<file path="config.mk">
export PLATFORM = sky130hd
export DESIGN_NAME = hex_float_formatter_unit
export DESIGN_NICKNAME = d
export VERILOG_FILES = /design/src/rtl/core/hff_pkg.sv /design/src/rtl/core/hff_front.sv /design/src/rtl/core/hff_queue.sv /design/src/rtl/core/hff_back.sv /design/src/rtl/core/hex_float_formatter_unit.sv
export SDC_FILE = /design/constraint.sdc
export NUM_CORES = 1
export LEC_CHECK = 0
export BUFFER_PORTS_ARGS = -buffer_cell sky130_fd_sc_hd__buf_2
export CORE_UTILIZATION = 50
export CTS_BUF_LIST = sky130_fd_sc_hd__clkbuf_4 sky130_fd_sc_hd__clkbuf_8
export CTS_CLUSTER_SIZE = 20
export DETAILED_ROUTE_END_ITERATION = 12
export GPL_TIMING_DRIVEN = 1
export PLACE_DENSITY = 0.77
export SYNTH_ARGS = -nofsm -noshare
export SYNTH_HDL_FRONTEND = slang
export SYNTH_HIERARCHICAL = 1
export SYNTH_SLANG_ARGS = --single-unit
</file>
<file path="constraint.sdc">
create_clock -name clk -period 5.46 [get_ports clk]
set_clock_uncertainty 0.05 [all_clocks]
set_input_delay 1.092 -clock clk [delete_from_list [all_inputs] [get_ports clk]]
set_output_delay 1.092 -clock clk [all_outputs]
set_load 0.005 [all_outputs]
</file>
<file path="src/rtl/core/hff_pkg.sv">
// hff_pkg: shared types and character constants of the hex float formatter
`timescale 1ns / 1ps

package hff_pkg;

  // width of a fraction digit count, settled by the 7-bit precision field
  localparam int FRAC_CNT_W = 6;
  localparam int QUEUE_DEPTH = 2;

  // ascii characters
  localparam logic [6:0] CH_0     = 7'h30;
  localparam logic [6:0] CH_DOT   = 7'h2E;
  localparam logic [6:0] CH_PLUS  = 7'h2B;
  localparam logic [6:0] CH_MINUS = 7'h2D;
  localparam logic [6:0] CH_SPACE = 7'h20;
  localparam logic [6:0] CH_X     = 7'h78;
  localparam logic [6:0] CH_P     = 7'h70;
  localparam logic [6:0] CH_N     = 7'h6E;
  localparam logic [6:0] CH_A     = 7'h61;
  localparam logic [6:0] CH_I     = 7'h69;
  localparam logic [6:0] CH_F     = 7'h66;
  localparam logic [6:0] CH_UC_A  = 7'h41;
  // bit that separates lower from upper case letters
  localparam logic [6:0] CH_CASE  = 7'h20;

  typedef enum logic [1:0] {
    K_NUM,
    K_INF,
    K_NAN
  } fmt_kind_t;

  typedef enum logic [1:0] {
    F_IDLE,
    F_CLASS,
    F_PUSH
  } front_state_t;

  typedef enum logic [3:0] {
    B_IDLE,
    B_WORD,
    B_SIGN,
    B_ZERO,
    B_X,
    B_LEAD,
    B_POINT,
    B_FRAC,
    B_PEXP,
    B_ESIGN,
    B_EDIG
  } back_state_t;

  // one classified value, ready to be spelled out
  typedef struct packed {
    fmt_kind_t             kind;
    logic                  has_sign;
    logic [6:0]            sign_ch;
    logic                  upper;
    logic [1:0]            lead;
    logic                  point;
    logic [FRAC_CNT_W-1:0] nfrac;
    logic [63:0]           frac;
    logic                  exp_neg;
    logic [15:0]           exp_dig;
    logic [2:0]            exp_cnt;
  } fmt_desc_t;

endpackage

</file>
<file path="src/rtl/core/hff_front.sv">
// hff_front: accepts a double, classifies and rounds it, converts the exponent to decimal
`timescale 1ns / 1ps

module hff_front #(
  parameter int MAX_PRECISION = 32
) (
  input  logic              clk,
  input  logic              rst_n,
  input  logic              in_push,
  output logic              in_full,
  input  logic [63:0]       in_value_bits,
  input  logic signed [6:0] in_precision,
  input  logic [3:0]        in_format_flags,
  input  logic              q_full,
  output logic              q_push,
  output hff_pkg::fmt_desc_t q_data
);
  import hff_pkg::*;

  localparam logic [FRAC_CNT_W-1:0] MAXP = FRAC_CNT_W'(MAX_PRECISION);
  localparam logic [FRAC_CNT_W-1:0] DEFAULT_DIGITS = FRAC_CNT_W'(13);
  localparam logic [63:0] RND_BASE = 64'h4000_0000_0000_0000;
  localparam logic [63:0] RND_HALF = 64'h2000_0000_0000_0000;
  localparam logic [63:0] CANON_NAN = 64'h7FF8_0000_0000_0000;
  localparam logic [62:0] INF_MAG = 63'h7FF0_0000_0000_0000;
  localparam logic [10:0] EXP_BIAS = 11'h3FF;

  front_state_t state_r, state_nxt;
  logic [63:0] bits_r;
  logic [6:0]  prec_r;
  logic [3:0]  flags_r;
  fmt_desc_t   desc_r, desc_nxt;
  logic [10:0] emag_r, emag_nxt;

  // classification
  logic                  prec_neg;
  logic [FRAC_CNT_W-1:0] prec_c;
  logic [63:0]           m0;
  logic [63:0]           rsum;
  logic [10:0]           exp_f;

  // decimal exponent
  logic        th;
  logic [9:0]  r1, hsub;
  logic [6:0]  r2, tsub;
  logic [3:0]  hund, tens, ones;
  logic [15:0] dig_all;
  logic [2:0]  ecnt, esh;

  always_ff @(posedge clk) begin
    if (!rst_n) begin
      state_r <= F_IDLE;
    end else begin
      state_r <= state_nxt;
    end
  end

  always_ff @(posedge clk) begin
    if (state_r == F_IDLE && in_push) begin
      bits_r  <= in_value_bits;
      prec_r  <= in_precision;
      flags_r <= in_format_flags;
    end
    if (state_r == F_CLASS) begin
      desc_r <= desc_nxt;
      emag_r <= emag_nxt;
    end
  end

  always_comb begin
    state_nxt = state_r;
    in_full   = 1'b1;
    q_push    = 1'b0;
    unique case (state_r)
      F_IDLE: begin
        in_full = 1'b0;
        if (in_push) begin
          state_nxt = F_CLASS;
        end
      end
      F_CLASS: begin
        state_nxt = F_PUSH;
      end
      F_PUSH: begin
        if (!q_full) begin
          q_push    = 1'b1;
          state_nxt = F_IDLE;
        end
      end
      default: begin
        state_nxt = F_IDLE;
      end
    endcase
  end

  always_comb begin
    prec_neg = prec_r[6];
    if (prec_neg) begin
      prec_c = '0;
    end else if (prec_r[5:0] > MAXP) begin
      prec_c = MAXP;
    end else begin
      prec_c = prec_r[5:0];
    end
    exp_f = bits_r[62:52];
    m0    = {bits_r[51:0], 12'h000};
    rsum  = {2'b00, m0[63:2]} + RND_BASE + (RND_HALF >> {prec_c[3:0], 2'b00});

    desc_nxt          = '0;
    desc_nxt.kind     = K_NUM;
    desc_nxt.upper    = flags_r[3];
    desc_nxt.has_sign = bits_r[63] | flags_r[0] | flags_r[1];
    if (bits_r[63]) begin
      desc_nxt.sign_ch = CH_MINUS;
    end else if (flags_r[0]) begin
      desc_nxt.sign_ch = CH_PLUS;
    end else begin
      desc_nxt.sign_ch = CH_SPACE;
    end
    desc_nxt.point = flags_r[2];
    emag_nxt       = '0;

    if (bits_r == CANON_NAN) begin
      desc_nxt.kind     = K_NAN;
      desc_nxt.has_sign = 1'b0;
    end else if (bits_r[62:0] == '0) begin
      // zero: lead 0, zero digits up to the precision, exponent +0
      if (!prec_neg && prec_c != '0) begin
        desc_nxt.point = 1'b1;
        desc_nxt.nfrac = prec_c;
      end
    end else if (bits_r[62:0] == INF_MAG) begin
      desc_nxt.kind = K_INF;
    end else begin
      if (!prec_neg && prec_c < DEFAULT_DIGITS) begin
        desc_nxt.lead = rsum[63:62];
        desc_nxt.frac = {rsum[61:0], 2'b00};
      end else begin
        desc_nxt.lead = 2'd1;
        desc_nxt.frac = m0;
      end
      if (!prec_neg && prec_c != '0) begin
        desc_nxt.point = 1'b1;
        desc_nxt.nfrac = prec_c;
      end else if (prec_neg && m0 != '0) begin
        desc_nxt.point = 1'b1;
        desc_nxt.nfrac = DEFAULT_DIGITS;
      end
      if (exp_f < EXP_BIAS) begin
        desc_nxt.exp_neg = 1'b1;
        emag_nxt         = EXP_BIAS - exp_f;
      end else begin
        emag_nxt = exp_f - EXP_BIAS;
      end
    end
  end

  // binary to bcd of the exponent magnitude, at most 1024
  always_comb begin
    th   = emag_r >= 11'd1000;
    r1   = th ? 10'(emag_r - 11'd1000) : emag_r[9:0];
    hund = '0;
    hsub = '0;
    for (int k = 1; k < 10; k++) begin
      if (r1 >= 10'(k * 100)) begin
        hund = 4'(k);
        hsub = 10'(k * 100);
      end
    end
    r2   = 7'(r1 - hsub);
    tens = '0;
    tsub = '0;
    for (int k = 1; k < 10; k++) begin
      if (r2 >= 7'(k * 10)) begin
        tens = 4'(k);
        tsub = 7'(k * 10);
      end
    end
    ones    = 4'(r2 - tsub);
    dig_all = {3'b000, th, hund, tens, ones};
    if (th) begin
      ecnt = 3'd4;
    end else if (hund != '0) begin
      ecnt = 3'd3;
    end else if (tens != '0) begin
      ecnt = 3'd2;
    end else begin
      ecnt = 3'd1;
    end
    esh             = 3'd4 - ecnt;
    q_data          = desc_r;
    q_data.exp_dig  = dig_all << {esh, 2'b00};
    q_data.exp_cnt  = ecnt;
  end

endmodule

</file>
<file path="src/rtl/core/hff_queue.sv">
// hff_queue: short queue of classified values between front and back
`timescale 1ns / 1ps

module hff_queue (
  input  logic               clk,
  input  logic               rst_n,
  input  logic               push,
  input  hff_pkg::fmt_desc_t push_data,
  output logic               full,
  input  logic               pop,
  output hff_pkg::fmt_desc_t head,
  output logic               empty
);
  import hff_pkg::*;

  localparam int PTR_W = (QUEUE_DEPTH > 1) ? $clog2(QUEUE_DEPTH) : 1;
  localparam int CNT_W = $clog2(QUEUE_DEPTH + 1);

  fmt_desc_t        mem_r [QUEUE_DEPTH];
  logic [PTR_W-1:0] wr_ptr_r, rd_ptr_r;
  logic [CNT_W-1:0] count_r;
  logic             do_push, do_pop;

  assign full    = count_r == CNT_W'(QUEUE_DEPTH);
  assign empty   = count_r == '0;
  assign do_push = push && !full;
  assign do_pop  = pop && !empty;
  assign head    = mem_r[rd_ptr_r];

  always_ff @(posedge clk) begin
    if (!rst_n) begin
      wr_ptr_r <= '0;
      rd_ptr_r <= '0;
      count_r  <= '0;
    end else begin
      if (do_push) begin
        wr_ptr_r <= (wr_ptr_r == PTR_W'(QUEUE_DEPTH - 1)) ? '0 : wr_ptr_r + 1'b1;
      end
      if (do_pop) begin
        rd_ptr_r <= (rd_ptr_r == PTR_W'(QUEUE_DEPTH - 1)) ? '0 : rd_ptr_r + 1'b1;
      end
      if (do_push && !do_pop) begin
        count_r <= count_r + 1'b1;
      end else if (do_pop && !do_push) begin
        count_r <= count_r - 1'b1;
      end
    end
  end

  always_ff @(posedge clk) begin
    if (do_push) begin
      mem_r[wr_ptr_r] <= push_data;
    end
  end

endmodule

</file>
<file path="src/rtl/core/hff_back.sv">
// hff_back: spells one classified value out as text, one character per cycle unless the output stalls
`timescale 1ns / 1ps

module hff_back (
  input  logic               clk,
  input  logic               rst_n,
  input  logic               q_empty,
  input  hff_pkg::fmt_desc_t q_data,
  output logic               q_pop,
  input  logic               out_pop,
  output logic               out_empty,
  output logic [6:0]         out_character,
  output logic               out_last
);
  import hff_pkg::*;

  back_state_t           state_r, state_nxt;
  fmt_desc_t             cur_r, cur_nxt;
  logic [63:0]           frac_r, frac_nxt;
  logic [FRAC_CNT_W-1:0] fcnt_r, fcnt_nxt;
  logic [15:0]           edig_r, edig_nxt;
  logic [2:0]            ecnt_r, ecnt_nxt;
  logic [1:0]            widx_r, widx_nxt;
  logic                  out_valid_r, out_valid_nxt;
  logic [6:0]            out_char_r, out_char_nxt;
  logic                  out_last_r, out_last_nxt;
  logic                  emit, fire, lst;
  logic [6:0]            ch;

  function automatic logic [6:0] letter(input logic [6:0] c, input logic upper);
    letter = upper ? (c & ~CH_CASE) : c;
  endfunction

  function automatic logic [6:0] hex_char(input logic [3:0] nib, input logic upper);
    if (nib < 4'd10) begin
      hex_char = CH_0 + {3'b000, nib};
    end else begin
      hex_char = letter(CH_A, upper) + {3'b000, nib} - 7'd10;
    end
  endfunction

  assign out_empty     = !out_valid_r;
  assign out_character = out_char_r;
  assign out_last      = out_last_r;
  assign emit          = !out_valid_r || out_pop;

  always_ff @(posedge clk) begin
    if (!rst_n) begin
      state_r     <= B_IDLE;
      out_valid_r <= 1'b0;
    end else begin
      state_r     <= state_nxt;
      out_valid_r <= out_valid_nxt;
    end
  end

  always_ff @(posedge clk) begin
    cur_r      <= cur_nxt;
    frac_r     <= frac_nxt;
    fcnt_r     <= fcnt_nxt;
    edig_r     <= edig_nxt;
    ecnt_r     <= ecnt_nxt;
    widx_r     <= widx_nxt;
    out_char_r <= out_char_nxt;
    out_last_r <= out_last_nxt;
  end

  always_comb begin
    state_nxt = state_r;
    cur_nxt   = cur_r;
    frac_nxt  = frac_r;
    fcnt_nxt  = fcnt_r;
    edig_nxt  = edig_r;
    ecnt_nxt  = ecnt_r;
    widx_nxt  = widx_r;
    q_pop     = 1'b0;
    fire      = 1'b0;
    lst       = 1'b0;
    ch        = CH_0;
    unique case (state_r)
      B_IDLE: begin
        if (!q_empty) begin
          q_pop    = 1'b1;
          cur_nxt  = q_data;
          frac_nxt = q_data.frac;
          fcnt_nxt = q_data.nfrac;
          edig_nxt = q_data.exp_dig;
          ecnt_nxt = q_data.exp_cnt;
          widx_nxt = '0;
          if (q_data.kind == K_NAN) begin
            state_nxt = B_WORD;
          end else if (q_data.has_sign) begin
            state_nxt = B_SIGN;
          end else if (q_data.kind == K_INF) begin
            state_nxt = B_WORD;
          end else begin
            state_nxt = B_ZERO;
          end
        end
      end
      B_WORD: begin
        if (emit) begin
          fire = 1'b1;
          case (widx_r)
            2'd0:    ch = (cur_r.kind == K_NAN) ? CH_N : CH_I;
            2'd1:    ch = (cur_r.kind == K_NAN) ? CH_A : CH_N;
            default: ch = (cur_r.kind == K_NAN) ? CH_N : CH_F;
          endcase
          ch       = letter(ch, cur_r.upper);
          widx_nxt = widx_r + 1'b1;
          if (widx_r == 2'd2) begin
            lst       = 1'b1;
            state_nxt = B_IDLE;
          end
        end
      end
      B_SIGN: begin
        if (emit) begin
          fire      = 1'b1;
          ch        = cur_r.sign_ch;
          state_nxt = (cur_r.kind == K_INF) ? B_WORD : B_ZERO;
        end
      end
      B_ZERO: begin
        if (emit) begin
          fire      = 1'b1;
          ch        = CH_0;
          state_nxt = B_X;
        end
      end
      B_X: begin
        if (emit) begin
          fire      = 1'b1;
          ch        = letter(CH_X, cur_r.upper);
          state_nxt = B_LEAD;
        end
      end
      B_LEAD: begin
        if (emit) begin
          fire      = 1'b1;
          ch        = hex_char({2'b00, cur_r.lead}, cur_r.upper);
          state_nxt = cur_r.point ? B_POINT : B_PEXP;
        end
      end
      B_POINT: begin
        if (emit) begin
          fire      = 1'b1;
          ch        = CH_DOT;
          state_nxt = (fcnt_r != '0) ? B_FRAC : B_PEXP;
        end
      end
      B_FRAC: begin
        if (emit) begin
          fire     = 1'b1;
          ch       = hex_char(frac_r[63:60], cur_r.upper);
          frac_nxt = {frac_r[59:0], 4'h0};
          fcnt_nxt = fcnt_r - 1'b1;
          if (fcnt_r == FRAC_CNT_W'(1)) begin
            state_nxt = B_PEXP;
          end
        end
      end
      B_PEXP: begin
        if (emit) begin
          fire      = 1'b1;
          ch        = letter(CH_P, cur_r.upper);
          state_nxt = B_ESIGN;
        end
      end
      B_ESIGN: begin
        if (emit) begin
          fire      = 1'b1;
          ch        = cur_r.exp_neg ? CH_MINUS : CH_PLUS;
          state_nxt = B_EDIG;
        end
      end
      B_EDIG: begin
        if (emit) begin
          fire     = 1'b1;
          ch       = CH_0 + {3'b000, edig_r[15:12]};
          edig_nxt = {edig_r[11:0], 4'h0};
          ecnt_nxt = ecnt_r - 1'b1;
          if (ecnt_r == 3'd1) begin
            lst       = 1'b1;
            state_nxt = B_IDLE;
          end
        end
      end
      default: begin
        state_nxt = B_IDLE;
      end
    endcase

    out_valid_nxt = out_valid_r;
    out_char_nxt  = out_char_r;
    out_last_nxt  = out_last_r;
    if (fire) begin
      out_valid_nxt = 1'b1;
      out_char_nxt  = ch;
      out_last_nxt  = lst;
    end else if (out_pop) begin
      out_valid_nxt = 1'b0;
    end
  end

`ifndef SYNTH
  a_frac_count: assert property (@(posedge clk) disable iff (!rst_n)
    (state_r == B_FRAC) |-> (fcnt_r != '0))
    else $error("fraction phase with no digits left");

  a_exp_count: assert property (@(posedge clk) disable iff (!rst_n)
    (state_r == B_EDIG) |-> (ecnt_r != 3'd0 && ecnt_r <= 3'd4))
    else $error("exponent digit count out of range");

  a_load_leaves_idle: assert property (@(posedge clk) disable iff (!rst_n)
    q_pop |=> (state_r != B_IDLE))
    else $error("value taken from queue but sequencer stayed idle");
`endif

endmodule

</file>
<file path="src/rtl/core/hex_float_formatter_unit.sv">
// hex_float_formatter_unit: top level of the printf hex float formatter
`timescale 1ns / 1ps

// usage
// - input word: raw 64-bit double, signed precision and four format flags;
//   taken on a rising edge with in_push high and in_full low
// - result word: one ascii character of the %a text with a last marker;
//   shown while out_empty is low, taken on a rising edge with out_pop high
// - the front classifies and rounds a value and turns its exponent into
//   decimal by capture, classify and hand-over to the queue, in that order
// - a two-deep queue separates the front from the character sequencer,
//   so the front keeps taking values while text is still being sent
// - the first character of a value passes the front registers, the queue
//   and the sequencer state on its way to the output register
// - the back sequencer writes one character per cycle while the receiver
//   keeps popping, and takes a new value only after the last character
//   of the current one; a value has 3 to 43 characters
// - a stalled receiver holds the output register, the sequencer waits,
//   the queue fills and the waiting front keeps in_full high
// - synchronous reset empties the queue and output register and idles
//   both state machines; no stored data needs clearing
module hex_float_formatter_unit #(
  parameter int MAX_PRECISION = 32
) (
  input  logic              clk,
  input  logic              rst_n,
  input  logic              in_push,
  output logic              in_full,
  input  logic [63:0]       in_value_bits,
  input  logic signed [6:0] in_precision,
  input  logic [3:0]        in_format_flags,
  output logic              out_empty,
  input  logic              out_pop,
  output logic [6:0]        out_character,
  output logic              out_last
);
  import hff_pkg::*;

  // front to queue
  logic      q_push, q_full;
  fmt_desc_t q_in;
  // queue to back
  logic      q_pop, q_empty;
  fmt_desc_t q_head;

  // classification, rounding and decimal exponent
  hff_front #(
    .MAX_PRECISION(MAX_PRECISION)
  ) u_front (
    .clk            (clk),
    .rst_n          (rst_n),
    .in_push        (in_push),
    .in_full        (in_full),
    .in_value_bits  (in_value_bits),
    .in_precision   (in_precision),
    .in_format_flags(in_format_flags),
    .q_full         (q_full),
    .q_push         (q_push),
    .q_data         (q_in)
  );

  // decoupling queue
  hff_queue u_queue (
    .clk      (clk),
    .rst_n    (rst_n),
    .push     (q_push),
    .push_data(q_in),
    .full     (q_full),
    .pop      (q_pop),
    .head     (q_head),
    .empty    (q_empty)
  );

  // character sequencer and output register
  hff_back u_back (
    .clk          (clk),
    .rst_n        (rst_n),
    .q_empty      (q_empty),
    .q_data       (q_head),
    .q_pop        (q_pop),
    .out_pop      (out_pop),
    .out_empty    (out_empty),
    .out_character(out_character),
    .out_last     (out_last)
  );

endmodule

</file>
==> results of run 1 <==
[per-layer routing]
layer  wire length (um)  track usage, %
met5                  0               0
met4               1220            8.26
met3               2860            3.56
met2              20600            29.8
met1              19300            27.1
[cell type report]
type,instances,area [um^2]
antenna,1,2.50
clock buffer,95,1210
clock inverter,40,269
fill,3315,18100
inverter,47,176
multi-input combinational,942,7290
sequential,491,14600
tap,585,732
timing repair buffer,165,1060
[metrics by stage]
stage	setup WS [ns]	cell area [um^2]	util, %
2_1_floorplan	-0.0959	22300	-
3_3_place_gp	-0.00800	23600	54.4
3_5_place_dp	-0.193	23600	54.4
4_1_cts	-0.00569	25200	57.9
5_1_grt	-0.341	25400	58.4
6_report	-0.131	25400	58.4
[timing repair]
action,CTS,global route
pin swaps,2,15
buffers inserted,3,14
endpoints found under the setup margin,14,18
resized for setup,6,28
[worst paths after layout]
path | slack, ns | depth (start not counted) | start | to
setup / recovery | -0.13 | 26 | u_front/emag_r[2]$_SDFFCE_PP0N_ | u_queue/mem_r[0][18]$_DFFE_PP_
hold / removal | 0.38 | 0 | u_front/q_data[95]$_SDFFCE_PP0N_ | u_queue/mem_r[0][95]$_DFFE_PP_
setup reg to reg | -0.13 | 26 | u_front/emag_r[2]$_SDFFCE_PP0N_ | u_queue/mem_r[0][18]$_DFFE_PP_
hold reg to reg | 0.38 | 0 | u_front/q_data[95]$_SDFFCE_PP0N_ | u_queue/mem_r[0][95]$_DFFE_PP_
[registers in the layout (all words and copies together), names as in the netlist, named ones only]
register	count
u_back/cur_r	14
u_back/ecnt_r	3
u_back/edig_r	16
u_back/fcnt_r	6
u_back/frac_r	64
u_back/out_character	7
u_back/out_last	1
u_back/out_valid_r	1
u_back/state_r	4
u_back/widx_r	2
u_front/bits_r	64
u_front/emag_r	11
u_front/flags_r	4
u_front/prec_r	7
u_front/q_data	72
u_front/state_r	2
u_queue/count_r	2
u_queue/mem_r	208
u_queue/rd_ptr_r	1
u_queue/wr_ptr_r	1
[logic make-up after synthesis]
logic type,Yosys count,share of synthesized area [%]
xor+xnor,73,2.98
fa+ha+maj,35,2.03
compound gates,227,6.86
other cells,2,0.0338
buf+inv,121,2.69
mux,184,10.3
flops,491,65.8
simple gates,408,9.28
[report_power, final]
part / total [mW] / switching (mW) / internal (mW) / leakage [nW]
clock: 2.98 / 1.38 / 1.60 / 0.766
combinational: 1.52 / 0.858 / 0.661 / 3.61
sequential: 4.66 / 0.170 / 4.48 / 4.50
total: 9.16 / 2.41 / 6.75 / 8.87
[worst register-to-register path: stages (launching register included)]
cell and delay [ns]:
edfxtp_1 0.38, or4b_4 0.59, o211ai_4 0.30, nand3_4 0.13, xnor2_4 0.21, buf_6 0.15, o311a_1 0.18, nand2_1 0.07
a41oi_2 0.23, nor2_2 0.06, inv_1 0.09, ha_2 0.18, inv_2 0.04, fa_2 0.33, a21o_1 0.18, a21oi_2 0.17
xnor2_2 0.16, xor2_2 0.14, o311ai_2 0.32, and2_4 0.22, ha_4 0.12, inv_2 0.03, fa_2 0.34, xnor2_2 0.16
xnor2_2 0.15, buf_4 0.15, o31ai_4 0.26
[placed cells by master (no fill, tap or decap), types with 11 or more instances in the layout]
cell / netlist / final
a31oi_1: 11 / 11
xnor2_1: 40 / 38
clkbuf_4: 0 / 16
nor2b_1: 15 / 14
xor2_1: 30 / 29
or3_1: 11 / 11
mux2_2: 118 / 118
clkinv_1: 2 / 26
mux2_4: 61 / 61
nand4_1: 15 / 15
ha_1: 32 / 29
buf_2: 10 / 88
edfxtp_1: 479 / 479
inv_1: 44 / 40
nor4_1: 15 / 15
and2_1: 12 / 12
nor3_1: 21 / 19
a21oi_1: 50 / 46
conb_1: 2 / 15
nand2_1: 79 / 77
clkbuf_8: 0 / 79
nand2b_1: 18 / 18
o21ai_0: 54 / 48
nor2_1: 133 / 128
nand3_1: 28 / 27
dfxtp_1: 12 / 11
buf_4: 14 / 72
and3_1: 16 / 15
a211oi_1: 16 / 14
==> flow_metrics.py, run 1 <==
metrics = {
    "global_routing": {
        "grt_max_degree": 106,
        "antenna_found_initial": 1,
        "grt_pass1_vias": 12902,
        "gr-total-overflow": 0,
        "grt_pass1_wl_um": 67700,
        "grt.total_usage_pct": 19.4,
    },
    "setup_path": {
        "endpoint_kind": "register",
        "cp.arrival_ns": 5.97,
        "startpoint_type": "register",
        "cp_common_cell": "xnor2_2",
        "crit_family": "compound AO/OA/AOI/OAI gates",
        "path_max_fanout": 7,
        "required_ns": 5.84,
        "slowest_stage": "or4b_4",
        "cp_num_buf_inv": 5,
        "critPathKind": "reg -> reg",
        "cpPeakStageDelay_ns": 0.59,
    },
    "floorplanning": {
        "fp.dieH_um": 213,
        "row_count": 76,
        "core_um2": 43500,
        "pin_count": 89,
        "die_area_um2": 45300,
        "fp.dieW_um": 213,
        "start_util_pct": 51.1,
    },
    "cts": {
        "clk_latency_ns": 0.63,
        "clock_sinks": 491,
        "cts-buffers-inserted": 78,
        "cts_tree": "done",
        "htree_levels": 3,
        "path_clk_slew_ns": 0.06,
        "ctsHoldBuffers": 0,
        "cts_root_buf": "clkbuf_8",
        "clk_path_buf_depth": 3,
    },
    "logic_synthesis": {
        "ys_seq_area_share_pct": 65.8,
        "syn_inst": 1541,
        "synth-edff-count": 479,
        "synth_top_area_share_pct": 64.7,
        "yosysTopAreaCell": "edfxtp_1",
        "ys_types": 88,
        "post-synth-top-count-cell": "edfxtp_1",
        "synthTopCellsByArea": "edfxtp_1 65%, mux2_2 6.0%, mux2_4 4.1%",
        "syn-mean-instance-area_um2": 14.4,
        "synthFlopType": "edfxtp_1",
        "ys_async_sr_fraction_pct": 0,
        "synthTopCellsByCount": "479 x edfxtp_1, 133 x nor2_1, 118 x mux2_2, 79 x nand2_1, 61 x mux2_4",
        "ys_ff_latch": 491,
        "yosys_warnings": 6,
        "netlist_area_um2": 22200,
    },
    "layout": {
        "area_growth_pct": 14.2,
        "drive_above_1_share_pct": 29.7,
        "final_cells": 2366,
        "nNetsFinal": 1838,
    },
    "drt": {
        "first_iter_violations": 1010,
        "ant_nets": 0,
        "firstDrtPassIters": 5,
        "avgViaCountPerCell": 5.54,
        "vias": 13104,
        "drcViolationCount": 0,
        "routedWlPerCell_um": 18.6,
        "routed_wl_um": 44000,
    },
    "timing": {
        "worst_slew_pin_slew_ns": 1.09,
        "setup_violations": 12,
        "rsz0062_at_grt": "yes",
        "setup_tns_ns": -0.588,
        "finalCritPeriodShare_pct": 102,
        "setup_ws_ns": -0.131,
        "hold_violations": 0,
        "slew_headroom_pct": 27.1,
        "drv_slew": 0,
        "hold_slack_ns": 0.375,
        "fmax_ghz": 0.179,
        "min_period_ns": 5.59,
    },
    "placement": {
        "hpwl_um": 28800,
        "routabilityCongestion": 0.890,
        "numPortBuffers": 88,
        "placed_cells": 2213,
    },
    "power": {
        "vdd_ir_drop_max_v": 0.000200,
        "power_density_nw_per_um2": 361,
        "p_leak_nw": 8.87,
        "power_mw": 9.16,
    },
    "status": {
        "failed_checks": "setup timing",
        "outcome": "finished with violations",
    },
    "min_path": {
        "hold_path_class": "reg -> reg",
    },
    "run": {
        "drv_cap": 0,
    },
}
(Power assumes the default switching activity.)
==> run 2, diff against run 1 <==
--- a/config.mk
+++ b/config.mk
@@ -6,6 +6,7 @@
 export NUM_CORES = 1
 export LEC_CHECK = 0
 export BUFFER_PORTS_ARGS = -buffer_cell sky130_fd_sc_hd__buf_2
+export CAP_MARGIN = 5
 export CORE_UTILIZATION = 50
 export CTS_BUF_LIST = sky130_fd_sc_hd__clkbuf_4 sky130_fd_sc_hd__clkbuf_8
 export CTS_CLUSTER_SIZE = 20
@@ -16,3 +17,4 @@
 export SYNTH_HDL_FRONTEND = slang
 export SYNTH_HIERARCHICAL = 1
 export SYNTH_SLANG_ARGS = --single-unit
+export TNS_END_PERCENT = 1
==> flow_metrics.py, run 2 (synthesis results as in run 1) <==
metrics = {
    "status": {
        "outcome": "finished with violations",
        "failed_checks": "setup timing",
    },
    "timing": {
        "slew_headroom_pct": 22.4,
        "setup_violations": 4,
        "rsz0062_at_grt": "yes",
        "min_period_ns": 5.48,
        "finalCritPeriodShare_pct": 100,
        "setup_ws_ns": -0.0167,
        "drv_slew": 0,
        "fmax_ghz": 0.183,
        "hold_violations": 0,
        "worst_slew_pin_slew_ns": 1.16,
    },
    "drt": {
        "dr_wl_met3_um": 2520,
        "ant_nets": 0,
        "first_iter_violations": 944,
        "drcViolationCount": 0,
        "vias": 13002,
        "met1_length_um": 19800,
        "dr_wl_met2_um": 20900,
        "top_layer": "met4",
        "firstDrtPassIters": 7,
        "routed_wl_um": 44300,
        "routedWlPerCell_um": 18.6,
        "avgViaCountPerCell": 5.48,
    },
    "placement": {
        "placed_cells": 2228,
        "numPortBuffers": 88,
        "hpwl_um": 29400,
        "routabilityCongestion": 0.863,
        "place_area_um2": 23800,
    },
    "min_path": {
        "hold_path_class": "reg -> reg",
    },
    "floorplanning": {
        "fp.dieW_um": 213,
        "row_count": 76,
        "pin_count": 89,
        "fp.dieH_um": 213,
        "die_area_um2": 45300,
        "start_util_pct": 51.1,
        "core_um2": 43500,
    },
    "layout": {
        "layout_commonest_cell": "edfxtp_1",
        "area_growth_pct": 14.3,
        "utilization_pct": 58.5,
        "fill_cells": 3273,
        "largest_reg_flops": 208,
        "final_cells": 2374,
        "top_register": "u_queue/mem_r",
        "final_cell_mix": "479 x edfxtp_1, 129 x nor2_1, 118 x mux2_2",
        "drive_above_1_share_pct": 30.0,
        "fin_area_um2": 25400,
        "nNetsFinal": 1841,
    },
    "power": {
        "power_density_nw_per_um2": 359,
        "power_mw": 9.13,
        "p_leak_nw": 8.93,
        "vdd_ir_drop_max_v": 0.000215,
    },
    "setup_path": {
        "cp.arrival_ns": 5.80,
        "slowest_stage": "or4b_4",
        "crit_family": "simple AND/OR/NAND/NOR gates",
        "cpPeakStageDelay_ns": 0.58,
        "startpoint_type": "register",
        "path_max_fanout": 6,
        "endpoint_kind": "register",
        "critPathKind": "reg -> reg",
        "crit_chain": "or4b_4, o211ai_4, nand3_4, xnor2_4, nand2_1, or3_1, a41oi_2, nor2_1, inv_1, ha_1, inv_1, fa_2, a21o_1, a21oi_2, xnor2_2, xor2_2, o311ai_2, and2_4, ha_1, inv_1, fa_2, xnor2_2, xnor2_2, o31ai_2",
        "cp_num_buf_inv": 3,
        "required_ns": 5.79,
    },
    "global_routing": {
        "antenna_found_initial": 0,
        "grt_pass1_wl_um": 69200,
        "grt.total_usage_pct": 19.9,
        "grt_max_degree": 106,
        "gr-total-overflow": 0,
        "grt_pass1_vias": 12960,
    },
    "cts": {
        "htree_levels": 3,
        "clk_latency_ns": 0.65,
        "path_clk_slew_ns": 0.07,
        "cts_tree": "done",
        "cts_root_buf": "clkbuf_8",
        "clock_sinks": 491,
        "ctsHoldBuffers": 0,
        "cts-buffers-inserted": 78,
        "clk_path_buf_depth": 3,
    },
    "run": {
        "drv_cap": 0,
    },
}
==> run 2: cell types whose count changed in the layout (fill, tap and decap cells not counted), moves of 3 or more <==
cell / change
buf_4: +6
clkinv_1: -6
clkinv_2: +9
clkinvlp_4: -3
inv_1: +4
inv_2: -4
==> run 2: per-layer routing <==
metal	global-route usage, %	up-vias
met2	31.4	382
met3	4.74	81
li1	-	6197
met5	0	-
met1	27.0	6342
met4	7.17	0
==> run 2: final timing paths <==
check | startpoint | to | slack [ns] | cells after the start
worst max-delay path | u_front/emag_r[0]$_SDFFCE_PP0N_ | u_queue/mem_r[0][18]$_DFFE_PP_ | -0.02 | 24
worst min-delay path | u_front/q_data[48]$_SDFFCE_PP0N_ | u_queue/mem_r[0][48]$_DFFE_PP_ | 0.38 | 0
worst max register to register | u_front/emag_r[0]$_SDFFCE_PP0N_ | u_queue/mem_r[0][18]$_DFFE_PP_ | -0.02 | 24
worst min register to register | u_front/q_data[48]$_SDFFCE_PP0N_ | u_queue/mem_r[0][48]$_DFFE_PP_ | 0.38 | 0
==> run 2: per-stage QoR <==
| stage | setup slack (ns) | setup TNS [ns] | hold WS, ns |
|---|---|---|---|
| after floorplan | -0.0960 | -10.69 | 0.350 |
| after global placement | 0.0213 | 0 | 0.355 |
| after detailed placement | -0.0919 | -0.514 | 0.363 |
| after CTS | -0.00496 | -0.00989 | 0.382 |
| after global routing | -0.253 | -2.95 | 0.389 |
| final | -0.0167 | -0.0524 | 0.379 |
==> run 2: power breakdown <==
part	switching, mW	internal, mW
clock	1.43	1.59
sequential	0.175	4.48
combinational	0.832	0.621
total	2.44	6.69
==> run 2: layout make-up <==
type | instances | area (um^2) | area share (%)
Sequential cell | 491 | 14600 | 57.6
Multi-Input combinational cell | 942 | 7280 | 28.7
Clock buffer | 96 | 1210 | 4.78
Timing Repair Buffer | 168 | 1070 | 4.20
Tap cell | 585 | 732 | 2.88
Clock inverter | 44 | 303 | 1.19
Inverter | 47 | 176 | 0.694
Antenna cell | 1 | 2.50 | 0.00985
==> run 2: timing repair <==
item	in CTS	in global routing
endpoints found under the setup margin	8	20
pin swaps	2	9
gates resized for setup	5	18
setup buffers	0	5
==> run 2: worst register-to-register path, delay by kind of cell, from the launching register on <==
kind,cells,cell delay [ns]
buffers and inverters,3,0.19
AND/OR/NAND/NOR,6,1.41
adder cells (fa/ha/maj),4,0.98
AO/OA/AOI/OAI,6,1.20
XOR/XNOR,5,1.01
flip-flops,1,0.39
==> run 3, diff against run 2 <==
--- a/config.mk
+++ b/config.mk
@@ -11,8 +11,10 @@
 export CTS_BUF_LIST = sky130_fd_sc_hd__clkbuf_4 sky130_fd_sc_hd__clkbuf_8
 export CTS_CLUSTER_SIZE = 20
 export DETAILED_ROUTE_END_ITERATION = 12
+export GPL_ROUTABILITY_DRIVEN = 0
 export GPL_TIMING_DRIVEN = 1
 export PLACE_DENSITY = 0.77
+export SKIP_LAST_GASP = 1
 export SYNTH_ARGS = -nofsm -noshare
 export SYNTH_HDL_FRONTEND = slang
 export SYNTH_HIERARCHICAL = 1
==> flow_metrics.py, run 3 (synthesis results as in run 1) <==
metrics = {
    "setup_path": {
        "endpoint_kind": "register",
        "cp.arrival_ns": 6.03,
        "path_max_fanout": 12,
        "r2r_setup_slack_ns": -0.17,
        "startpoint_type": "register",
        "required_ns": 5.86,
        "critPathKind": "reg -> reg",
    },
    "cts": {
        "clk_path_buf_depth": 3,
        "cts_root_buf": "clkbuf_8",
        "clock_sinks": 491,
        "clk_latency_ns": 0.64,
        "path_clk_slew_ns": 0.06,
        "ctsHoldBuffers": 0,
        "cts-buffers-inserted": 74,
        "htree_levels": 3,
        "cts_tree": "done",
    },
    "layout": {
        "top_register": "u_queue/mem_r",
        "layout_commonest_cell": "edfxtp_1",
        "fill_cells": 3238,
        "final_cells": 2336,
        "drive_above_1_share_pct": 28.3,
        "multiInputGateArea_um2": 7260,
        "largest_reg_flops": 208,
        "final_cell_mix": "479 x edfxtp_1, 130 x nor2_1, 118 x mux2_2",
        "area_growth_pct": 13.3,
        "nNetsFinal": 1808,
        "final-seq-area_um2": 14600,
    },
    "status": {
        "outcome": "finished with violations",
        "failed_checks": "setup timing",
    },
    "global_routing": {
        "antenna_found_initial": 1,
        "grt_pass1_vias": 12922,
        "grt_max_degree": 106,
        "gr-total-overflow": 0,
        "grt.total_usage_pct": 19.2,
        "grt_pass1_wl_um": 67200,
    },
    "floorplanning": {
        "start_util_pct": 51.1,
        "pin_count": 89,
        "fp.dieH_um": 213,
        "core_um2": 43500,
        "die_area_um2": 45300,
        "fp.dieW_um": 213,
        "row_count": 76,
    },
    "timing": {
        "hold_slack_ns": 0.384,
        "setup_ws_ns": -0.171,
        "setup_violations": 14,
        "drv_slew": 0,
        "hold_violations": 0,
        "slew_headroom_pct": 20.3,
        "rsz0062_at_grt": "yes",
        "fmax_ghz": 0.178,
        "finalCritPeriodShare_pct": 103,
        "min_period_ns": 5.63,
        "worst_slew_pin_slew_ns": 1.18,
    },
    "power": {
        "clockPowerShare_pct": 33.8,
        "intPower_mw": 6.80,
        "power_mw": 9.18,
        "switching_share_pct": 25.9,
        "vdd_ir_drop_max_v": 0.000231,
        "netSwitchingPower_mw": 2.38,
        "seqPwrFrac_pct": 50.9,
        "p_leak_nw": 8.77,
        "p_comb_share_pct": 15.3,
        "power_density_nw_per_um2": 365,
    },
    "placement": {
        "hpwl_um": 28300,
        "placed_cells": 2196,
        "place_ws_ns": -0.284,
        "numPortBuffers": 88,
    },
    "drt": {
        "routedWlPerCell_um": 18.5,
        "drcViolationCount": 0,
        "first_iter_violations": 1251,
        "firstDrtPassIters": 6,
        "routed_wl_um": 43100,
        "avgViaCountPerCell": 5.61,
        "vias": 13102,
        "ant_nets": 0,
    },
    "run": {
        "drv_cap": 0,
    },
    "min_path": {
        "hold_path_class": "reg -> reg",
    },
}
==> run 3: cell count changes in the layout (fill, tap and decap cells not counted), sizes merged <==
cell	previous run	this run
bufinv	2	6
clkinv	39	25
clkbuf	96	95
clkinvlp	0	2
buf	168	139
==> run 3: power groups by stage <==
stage               Combinational, mW  Sequential (mW)  Clock (mW)
floorplan                       0.990             4.67           0
global placement                 1.27             4.74           0
detailed placement               1.32             4.75           0
CTS                              1.36             4.67        3.18
global route                     1.54             4.70        3.33
finish                           1.40             4.67        3.10
==> run 3: per-stage QoR <==
stage | setup TNS (ns) | utilization, % | area [um^2]
floorplan | -10.69 | - | 22300
CTS | -0.645 | 57.8 | 25100
global placement | 0 | 54.1 | 23500
detailed placement | -2.60 | 54.1 | 23500
global route | -6.63 | 57.9 | 25200
finish | -1.63 | 57.9 | 25200
==> run 3: what timing repair did <==
item | 4_1_cts | 5_1_grt
buffers inserted | 5 | 3
resized for setup | 13 | 4
endpoints found under the hold margin | 0 | 0
endpoints found under the setup margin | 16 | 24
pin swaps | 12 | 5
==> run 3: worst paths after layout <==
path	startpoint	endpoint	cells past startpoint
worst max-delay path	u_front/emag_r[2]$_SDFFCE_PP0N_	u_queue/mem_r[1][18]$_DFFE_PP_	27
worst min-delay path	u_front/flags_r[3]$_DFFE_PP_	u_front/q_data[93]$_DFFE_PN_	0
worst max register to register	u_front/emag_r[2]$_SDFFCE_PP0N_	u_queue/mem_r[1][18]$_DFFE_PP_	27
worst min register to register	u_front/flags_r[3]$_DFFE_PP_	u_front/q_data[93]$_DFFE_PN_	0
==> run 3: layout make-up <==
cell class                 count  share of cell area [%]
antenna                        1                 0.00994
clock buffer                  95                    4.67
multi-input combinational    942                    28.8
timing repair buffer         139                    3.38
sequential                   491                    58.1
clock inverter                36                    1.40
tap                          585                    2.91
inverter                      47                   0.701
==> run 3: per-layer routing <==
metal	global-route usage (%)	routed length (um)	vias to the layer above
li1	-	-	6129
met1	25.3	18100	6332
met2	31.0	20900	534
met3	3.12	2800	107
met4	9.55	1370	0
met5	0	0	-
==> run 3: worst max-delay path: stages, from the launching register on <==
cell and delay [ns]:
edfxtp_1 0.39, or4b_4 0.59, o211ai_4 0.28, nand2_4 0.08
buf_4 0.20, inv_2 0.09, a221o_1 0.15, o311a_1 0.19
nand2_1 0.08, a41oi_2 0.21, nor2_1 0.08, inv_1 0.11
ha_1 0.16, inv_1 0.07, fa_2 0.37, a21o_1 0.18
a21oi_2 0.18, xnor2_2 0.16, xor2_2 0.14, o311ai_2 0.26
and2_4 0.20, ha_1 0.13, inv_1 0.05, fa_2 0.35
xnor2_2 0.16, xnor2_2 0.13, buf_4 0.16, o31ai_4 0.25
